<file path="config.mk">
export PLATFORM = sky130hd
export DESIGN_NAME = ordered_action_set_table_unit
export DESIGN_NICKNAME = d
export VERILOG_FILES = /design/src/rtl/oast_pkg.sv /design/src/rtl/ordered_action_set_table_unit.sv /design/src/rtl/oast_store.sv /design/src/rtl/oast_ctrl.sv
export SDC_FILE = /design/constraint.sdc
export NUM_CORES = 2
export LEC_CHECK = 0
export BUFFER_PORTS_ARGS = -buffer_cell sky130_fd_sc_hd__buf_2
export CORE_ASPECT_RATIO = 1.25
export CORE_UTILIZATION = 55
export DETAILED_ROUTE_END_ITERATION = 7
export PLACE_DENSITY = 0.74
export SYNTH_ARGS = -nofsm -noshare
export SYNTH_HDL_FRONTEND = slang
export SYNTH_SLANG_ARGS = --single-unit
</file>
<file path="constraint.sdc">
create_clock -name i_clk -period 7.4 [get_ports i_clk]
set_input_delay 0 -clock i_clk [delete_from_list [all_inputs] [get_ports i_clk]]
set_output_delay 0 -clock i_clk [all_outputs]
set_load 0.01 [all_outputs]
</file>
<file path="src/rtl/oast_pkg.sv">
package oast_pkg;

    localparam int SET_ENTRIES = 16;
    localparam int IDX_W       = $clog2(SET_ENTRIES);
    localparam int CNT_W       = $clog2(SET_ENTRIES + 1);

    localparam logic [1:0] CMD_WRITE = 2'd0;
    localparam logic [1:0] CMD_CLEAR = 2'd1;
    localparam logic [1:0] CMD_EXEC  = 2'd2;

    localparam logic [2:0] ST_INSERTED = 3'd0;
    localparam logic [2:0] ST_REPLACED = 3'd1;
    localparam logic [2:0] ST_FULL     = 3'd2;
    localparam logic [2:0] ST_CLEARED  = 3'd3;
    localparam logic [2:0] ST_EMIT     = 3'd4;
    localparam logic [2:0] ST_EMPTY    = 3'd5;

    localparam logic [15:0] TYPE_OUTPUT       = 16'd0;
    localparam logic [15:0] TYPE_COPY_TTL_OUT = 16'd11;
    localparam logic [15:0] TYPE_COPY_TTL_IN  = 16'd12;
    localparam logic [15:0] TYPE_SET_MPLS_TTL = 16'd15;
    localparam logic [15:0] TYPE_DEC_MPLS_TTL = 16'd16;
    localparam logic [15:0] TYPE_PUSH_VLAN    = 16'd17;
    localparam logic [15:0] TYPE_POP_VLAN     = 16'd18;
    localparam logic [15:0] TYPE_PUSH_MPLS    = 16'd19;
    localparam logic [15:0] TYPE_POP_MPLS     = 16'd20;
    localparam logic [15:0] TYPE_SET_QUEUE    = 16'd21;
    localparam logic [15:0] TYPE_GROUP        = 16'd22;
    localparam logic [15:0] TYPE_SET_NW_TTL   = 16'd23;
    localparam logic [15:0] TYPE_DEC_NW_TTL   = 16'd24;
    localparam logic [15:0] TYPE_SET_FIELD    = 16'd25;
    localparam logic [15:0] TYPE_PUSH_PBB     = 16'd26;
    localparam logic [15:0] TYPE_POP_PBB      = 16'd27;
    localparam logic [15:0] TYPE_EXPERIMENTER = 16'hFFFF;

    typedef logic [6:0] t_prec;

    localparam t_prec PREC_COPY_IN  = 7'd10;
    localparam t_prec PREC_POP      = 7'd20;
    localparam t_prec PREC_PUSH     = 7'd30;
    localparam t_prec PREC_COPY_OUT = 7'd40;
    localparam t_prec PREC_DEC      = 7'd50;
    localparam t_prec PREC_SET      = 7'd60;
    localparam t_prec PREC_QUEUE    = 7'd70;
    localparam t_prec PREC_EXPER    = 7'd75;
    localparam t_prec PREC_OTHER    = 7'd79;
    localparam t_prec PREC_GROUP    = 7'd80;
    localparam t_prec PREC_OUTPUT   = 7'd90;

    typedef struct packed {
        logic [15:0] typ;
        logic [31:0] header;
        logic [15:0] handle;
    } t_entry;

    typedef struct packed {
        logic             clear;
        logic             replace;
        logic             insert;
        logic [IDX_W-1:0] idx;
        t_entry           entry;
    } t_store_op;

    function automatic t_prec f_precedence(input logic [15:0] t);
        t_prec p;
        case (t)
            TYPE_COPY_TTL_IN:                                 p = PREC_COPY_IN;
            TYPE_POP_VLAN, TYPE_POP_MPLS, TYPE_POP_PBB:       p = PREC_POP;
            TYPE_PUSH_VLAN, TYPE_PUSH_MPLS, TYPE_PUSH_PBB:    p = PREC_PUSH;
            TYPE_COPY_TTL_OUT:                                p = PREC_COPY_OUT;
            TYPE_DEC_MPLS_TTL, TYPE_DEC_NW_TTL:               p = PREC_DEC;
            TYPE_SET_MPLS_TTL, TYPE_SET_NW_TTL, TYPE_SET_FIELD: p = PREC_SET;
            TYPE_SET_QUEUE:                                   p = PREC_QUEUE;
            TYPE_EXPERIMENTER:                                p = PREC_EXPER;
            TYPE_GROUP:                                       p = PREC_GROUP;
            TYPE_OUTPUT:                                      p = PREC_OUTPUT;
            default:                                          p = PREC_OTHER;
        endcase
        return p;
    endfunction

endpackage

</file>
<file path="src/rtl/ordered_action_set_table_unit.sv">
// Clear and empty execute answer straight from idle; unused commands give no result. A write
// keeps busy high while the compare unit steps over the stored entries (at most count).
// Execute emits one entry per cycle, count entries in all.
// A new start is taken while the last result is shown; results come on o_valid for one
// cycle each and cannot be stalled.
// Reset (i_rst_n low, synchronous) empties the set and returns the sequencer to idle.
module ordered_action_set_table_unit
    import oast_pkg::*;
(
    input  logic        i_clk,
    input  logic        i_rst_n,
    input  logic        start,
    output logic        busy,
    input  logic [1:0]  i_cmd,
    input  logic [15:0] i_action_type,
    input  logic [31:0] i_field_header,
    input  logic [15:0] i_action_handle,
    output logic        o_valid,
    output logic [2:0]  o_status,
    output logic [15:0] o_out_type,
    output logic [31:0] o_out_header,
    output logic [15:0] o_out_handle,
    output logic        o_last
);

    t_store_op        op;
    t_entry           rd_entry;
    logic [IDX_W-1:0] rd_idx;
    logic [CNT_W-1:0] count;

    oast_store u_store (
        .i_clk      (i_clk),
        .i_rst_n    (i_rst_n),
        .i_op       (op),
        .i_rd_idx   (rd_idx),
        .o_rd_entry (rd_entry),
        .o_count    (count)
    );

    oast_ctrl u_ctrl (
        .i_clk           (i_clk),
        .i_rst_n         (i_rst_n),
        .i_start         (start),
        .i_cmd           (i_cmd),
        .i_action_type   (i_action_type),
        .i_field_header  (i_field_header),
        .i_action_handle (i_action_handle),
        .o_busy          (busy),
        .i_count         (count),
        .i_rd_entry      (rd_entry),
        .o_rd_idx        (rd_idx),
        .o_op            (op),
        .o_valid         (o_valid),
        .o_status        (o_status),
        .o_out_type      (o_out_type),
        .o_out_header    (o_out_header),
        .o_out_handle    (o_out_handle),
        .o_last          (o_last)
    );

endmodule

</file>
<file path="src/rtl/oast_store.sv">
module oast_store
    import oast_pkg::*;
(
    input  logic             i_clk,
    input  logic             i_rst_n,
    input  t_store_op        i_op,
    input  logic [IDX_W-1:0] i_rd_idx,
    output t_entry           o_rd_entry,
    output logic [CNT_W-1:0] o_count
);

    t_entry           r_ent [SET_ENTRIES];
    logic [CNT_W-1:0] r_count;
    logic [CNT_W-1:0] n_count;

    assign o_rd_entry = r_ent[i_rd_idx];
    assign o_count    = r_count;

    always_comb begin
        n_count = r_count;
        if (i_op.clear) begin
            n_count = '0;
        end else if (i_op.insert) begin
            n_count = r_count + 1'b1;
        end
    end

    always_ff @(posedge i_clk) begin
        if (!i_rst_n) begin
            r_count <= '0;
        end else begin
            r_count <= n_count;
        end
    end

    // Insert opens a slot at idx by moving every later entry up by one.
    for (genvar gi = 0; gi < SET_ENTRIES; gi++) begin : g_ent
        always_ff @(posedge i_clk) begin
            if (i_op.replace && i_op.idx == IDX_W'(gi)) begin
                r_ent[gi].header <= i_op.entry.header;
                r_ent[gi].handle <= i_op.entry.handle;
            end else if (i_op.insert && i_op.idx == IDX_W'(gi)) begin
                r_ent[gi] <= i_op.entry;
            end else if (i_op.insert && IDX_W'(gi) > i_op.idx) begin
                r_ent[gi] <= r_ent[(gi > 0) ? gi - 1 : 0];
            end
        end
    end

endmodule

</file>
<file path="src/rtl/oast_ctrl.sv">
module oast_ctrl
    import oast_pkg::*;
(
    input  logic             i_clk,
    input  logic             i_rst_n,
    input  logic             i_start,
    input  logic [1:0]       i_cmd,
    input  logic [15:0]      i_action_type,
    input  logic [31:0]      i_field_header,
    input  logic [15:0]      i_action_handle,
    output logic             o_busy,
    input  logic [CNT_W-1:0] i_count,
    input  t_entry           i_rd_entry,
    output logic [IDX_W-1:0] o_rd_idx,
    output t_store_op        o_op,
    output logic             o_valid,
    output logic [2:0]       o_status,
    output logic [15:0]      o_out_type,
    output logic [31:0]      o_out_header,
    output logic [15:0]      o_out_handle,
    output logic             o_last
);

    localparam logic [1:0] S_IDLE = 2'd0;
    localparam logic [1:0] S_SCAN = 2'd1;
    localparam logic [1:0] S_EMIT = 2'd2;

    logic [1:0]       r_state, n_state;
    logic [CNT_W-1:0] r_idx, n_idx;
    logic [15:0]      r_t, n_t;
    logic [31:0]      r_h, n_h;
    logic [15:0]      r_hd, n_hd;
    t_prec            r_prec, n_prec;

    logic             r_valid, n_valid;
    logic [2:0]       r_status, n_status;
    t_entry           r_res, n_res;
    logic             r_last, n_last;

    logic             type_eq;
    logic             hdr_ok;
    logic             goes_before;
    logic             full;
    logic             at_end;
    logic             last_emit;

    assign o_rd_idx = r_idx[IDX_W-1:0];
    assign o_busy   = (r_state != S_IDLE);

    // Compare unit: one stored entry against the pending write per cycle.
    assign type_eq     = (i_rd_entry.typ == r_t);
    assign hdr_ok      = (r_t != TYPE_SET_FIELD) || (i_rd_entry.header == r_h);
    assign goes_before = !type_eq && (r_prec < f_precedence(i_rd_entry.typ));
    assign full        = (i_count == CNT_W'(SET_ENTRIES));
    assign at_end      = (r_idx == i_count);
    assign last_emit   = ((r_idx + 1'b1) == i_count);

    always_comb begin
        n_state   = r_state;
        n_idx     = r_idx;
        n_t       = r_t;
        n_h       = r_h;
        n_hd      = r_hd;
        n_prec    = r_prec;
        n_valid   = 1'b0;
        n_status  = r_status;
        n_res     = r_res;
        n_last    = r_last;
        o_op      = '0;
        o_op.idx  = r_idx[IDX_W-1:0];
        o_op.entry = '{typ: r_t, header: r_h, handle: r_hd};

        case (r_state)
            S_IDLE: begin
                if (i_start) begin
                    n_t    = i_action_type;
                    n_h    = i_field_header;
                    n_hd   = i_action_handle;
                    n_prec = f_precedence(i_action_type);
                    n_idx  = '0;
                    case (i_cmd)
                        CMD_WRITE: begin
                            n_state = S_SCAN;
                        end
                        CMD_CLEAR: begin
                            o_op.clear = 1'b1;
                            n_valid    = 1'b1;
                            n_status   = ST_CLEARED;
                            n_res      = '0;
                            n_last     = 1'b1;
                        end
                        CMD_EXEC: begin
                            if (i_count == '0) begin
                                n_valid  = 1'b1;
                                n_status = ST_EMPTY;
                                n_res    = '0;
                                n_last   = 1'b1;
                            end else begin
                                n_state = S_EMIT;
                            end
                        end
                        default: ;
                    endcase
                end
            end
            S_SCAN: begin
                n_res  = '0;
                n_last = 1'b1;
                if (at_end || (!(type_eq && hdr_ok) && goes_before)) begin
                    // Slot found: append or open a gap, unless no room is left.
                    n_valid = 1'b1;
                    n_state = S_IDLE;
                    if (full) begin
                        n_status = ST_FULL;
                    end else begin
                        o_op.insert = 1'b1;
                        n_status    = ST_INSERTED;
                    end
                end else if (type_eq && hdr_ok) begin
                    o_op.replace = 1'b1;
                    n_valid      = 1'b1;
                    n_status     = ST_REPLACED;
                    n_state      = S_IDLE;
                end else begin
                    n_idx = r_idx + 1'b1;
                end
            end
            S_EMIT: begin
                n_valid  = 1'b1;
                n_status = ST_EMIT;
                n_res    = i_rd_entry;
                n_last   = last_emit;
                if (last_emit) begin
                    o_op.clear = 1'b1;
                    n_state    = S_IDLE;
                end else begin
                    n_idx = r_idx + 1'b1;
                end
            end
            default: begin
                n_state = S_IDLE;
            end
        endcase
    end

    always_ff @(posedge i_clk) begin
        if (!i_rst_n) begin
            r_state <= S_IDLE;
            r_valid <= 1'b0;
            r_idx   <= '0;
        end else begin
            r_state <= n_state;
            r_valid <= n_valid;
            r_idx   <= n_idx;
        end
    end

    always_ff @(posedge i_clk) begin
        r_t      <= n_t;
        r_h      <= n_h;
        r_hd     <= n_hd;
        r_prec   <= n_prec;
        r_status <= n_status;
        r_res    <= n_res;
        r_last   <= n_last;
    end

    assign o_valid      = r_valid;
    assign o_status     = r_status;
    assign o_out_type   = r_res.typ;
    assign o_out_header = r_res.header;
    assign o_out_handle = r_res.handle;
    assign o_last       = r_last;

endmodule

</file>
==> flow_summary.toml <==
[sta]
rsz0062_at_grt = "false"
fmax_mhz = 144
fin_ws_ns = 0.433
fin_skew_ns = 0.0261
min_period_over_period = 0.941
drv_slew = 0
period_minus_slack_ns = 6.97
setup_viol = 0
slew-limit-headroom = 0.201
finalHoldViolCount = 0
worst_pin_slew_ns = 1.20
timing.hold.ws_ns = 0.0285

[route]
vias = 35500
routedWlPerCell_um = 31.9
routed_via_density = 6.72
drtAntennaViolNets = 0
drtIter0Drc = 4250
wl_um = 168000
dr.pass1.iters = 5
drcViolationCount = 0

[global_route]
overflow = 0
grt_pass1_wl_um = 245000
antenna_found_initial = 1
grt_pass1_vias = 36100
grtUsageTotal = 0.311
grt_max_degree = 82

[synthesis]
synthTopCellsByArea = "edfxtp_1, mux2_2, mux4_2"
synthTopCellsByCount = "edfxtp_1, mux2_2, mux4_2"
ys_seq_elements = 1180
seq_area_frac_synth = 0.593
synthMostInstantiatedCell = "edfxtp_1"
synth_top_area_frac = 0.588
synth_top_cell_by_area = "edfxtp_1"
synth.avg_cell_area_um2 = 16.6
synthCells = 3583
synth_area_um2 = 59400
syn-num-nets = 3670
synthArstFlopShare = 0
synth_flop_cell = "edfxtp_1"
synth_edf_count = 1163
yosysUniqueCellTypes = 86
yosysWarnings = 0

[worst_setup_path]
worstPathArrival_ns = 7.45
endpoint_kind = "register"
worst-path-max-fanout = 30
cp-start-kind = "register"
crit_type = "reg -> reg"
crit_required_ns = 7.88

[die]
die_area_um2 = 109000
die_h_um = 370
core_um2 = 107000
rows = 134
ios = 139
die_x_um = 296
start_util = 0.556

[clock_network]
cts_resized = 0
path_clk_slew_ns = 0.06
h-tree-depth = 3
cts_hold_buf = 120
postCtsSetupRepairBufs = 0
clockBufferDepth = 3
clock_sinks = 1180
root_buffer = "clkbuf_16"
cts_made_buffers = 117
clk_latency_ns = 0.75
cts_tree = "done"

[place]
pre_cts_ws_ns = 0.503
portBuffers = 138
dp_hpwl_um = 97300
place_congestion = 0.869

[power_and_ir_drop]
power.leakage_nw = 21.5
power_density_nw_per_um2 = 232
irDropWorstVdd_uv = 208

[cells_and_area]
n_antenna_cell = 0
regArea_um2 = 35300
final_nets = 3838
drive_above_1_share = 0.436
syn_to_final_growth_pct = 12.8
fill_cells = 7777
multi_input_area_um2 = 22600

[outcome]
status = "finished, final reports clean"

[run]
cap_viol_max_count = 0

[min_path]
min_path_type = "in -> reg"
-- path summary, 6_finish.rpt --
| check | slack [ns] | cells past startpoint | endpoint | start |
|---|---|---|---|---|
| hold reg to reg | 0.54 | 2 | u_store.o_count[3] | u_store.o_count[3] |
| setup reg to reg | 0.43 | 22 | u_store.r_ent[6][10] | register |
| setup / recovery | 0.43 | 22 | u_store.r_ent[6][10] | register |
| hold / removal | 0.03 | 2 | u_ctrl.r_h[9] | i_field_header[9] |
-- critical path, cell delays in order (launching register included) --
cell and delay, ns:
dfxtp_4 0.66, buf_4 0.56, nor2_1 0.36, a221oi_1 0.57, a21boi_0 0.28, and2_1 0.32, a21oi_1 0.16, o22ai_1 0.10
a21oi_1 0.15, nor3_1 0.06, ha_1 0.30, a21o_1 0.16, a21o_1 0.17, a21o_1 0.17, a21o_1 0.17, a21o_1 0.17
a21o_1 0.18, a31o_2 0.27, o21a_1 0.19, buf_4 0.27, nor4b_2 0.52, buf_4 0.49, mux2_2 0.39
-- cell families (layout without fill, tap and decap cells) --
kind of cell / after synthesis / count (layout) / share of synthesized area
AO/OA/AOI/OAI: 252 / 252 / 0.0299
XOR/XNOR: 99 / 99 / 0.0146
adder cells (fa/ha/maj): 19 / 19 / 0.00396
buffers and inverters: 360 / 625 / 0.0312
flip-flops: 1180 / 1180 / 0.593
multiplexers: 1322 / 1322 / 0.295
AND/OR/NAND/NOR: 351 / 351 / 0.0321
-- cells in the final DEF, fill, tap and decap left out, drive strengths merged, types with 7 or more instances in the layout --
master and count:
nand2b 10, nor3 26, nand4 13, o211ai 9, nand2 95, clkbuf 143, mux2 966, o21ai 41
a31oi 12, mux2i 112, nor4b 7, edfxtp 1163, a21oi 47, clkinvlp 8, a211oi 22, nor4 13
xor2 33, and2 51, a22o 11, nand3 30, buf 262, nor2b 12, inv 31, o21a 7
and3 16, bufinv 13, nor2 50, ha 18, dlygate4sd3 120, clkinv 48, mux4 244, dfxtp 17
xnor2 66, a22oi 35, o31ai 7, o22ai 8, a21o 14, a221oi 7
-- power by group --
group	total (mW)	switching [mW]	leakage [nW]	internal [mW]
clock network	6.08	2.65	1.86	3.43
registers	7.96	0.230	10.8	7.72
logic	1.53	0.790	8.82	0.738
-- sequential cells by signal, indices dropped and copies added, names as in the netlist, 3 cells and up, named ones only --
register and cells:
u_ctrl.o_status 3, u_ctrl.r_t 16, u_ctrl.r_hd 16, u_ctrl.o_out_handle 16, u_store.o_count 5, u_ctrl.o_out_header 32, u_ctrl.r_idx 5, u_ctrl.o_out_type 16
u_ctrl.r_h 32, u_ctrl.r_prec 7, u_store.r_ent 1024
-- area by class of cell --
class / instances / share of cell area
well taps: 1428 / 0.0267
multi-input cells: 2043 / 0.337
repair buffers: 382 / 0.0514
clock buffers: 143 / 0.0464
clock inverters: 73 / 0.0107
inverters: 27 / 0.00153
flip-flops and latches: 1180 / 0.526
-- stage by stage --
stage	setup TNS (ns)	total power, mW	utilization	instance area [µm²]	cells
finish	0	15.6	0.627	67000	5276
global route	0	16.0	0.627	67000	5276
CTS	0	15.6	0.627	67000	5276
detailed placement	0	9.56	0.580	62000	4940
global placement	0	9.52	0.580	62000	4940
floorplan	-124.87	9.01	-	59400	3583
-- layer usage --
layer | wire length, µm | GRT usage | vias up
li1 | - | - | 14600
met1 | 63400 | 0.403 | 18500
met2 | 84300 | 0.520 | 1902
met3 | 13600 | 0.0481 | 414
met4 | 7110 | 0.131 | 0
met5 | 0 | 0 | -
(Power assumes the default switching activity.)
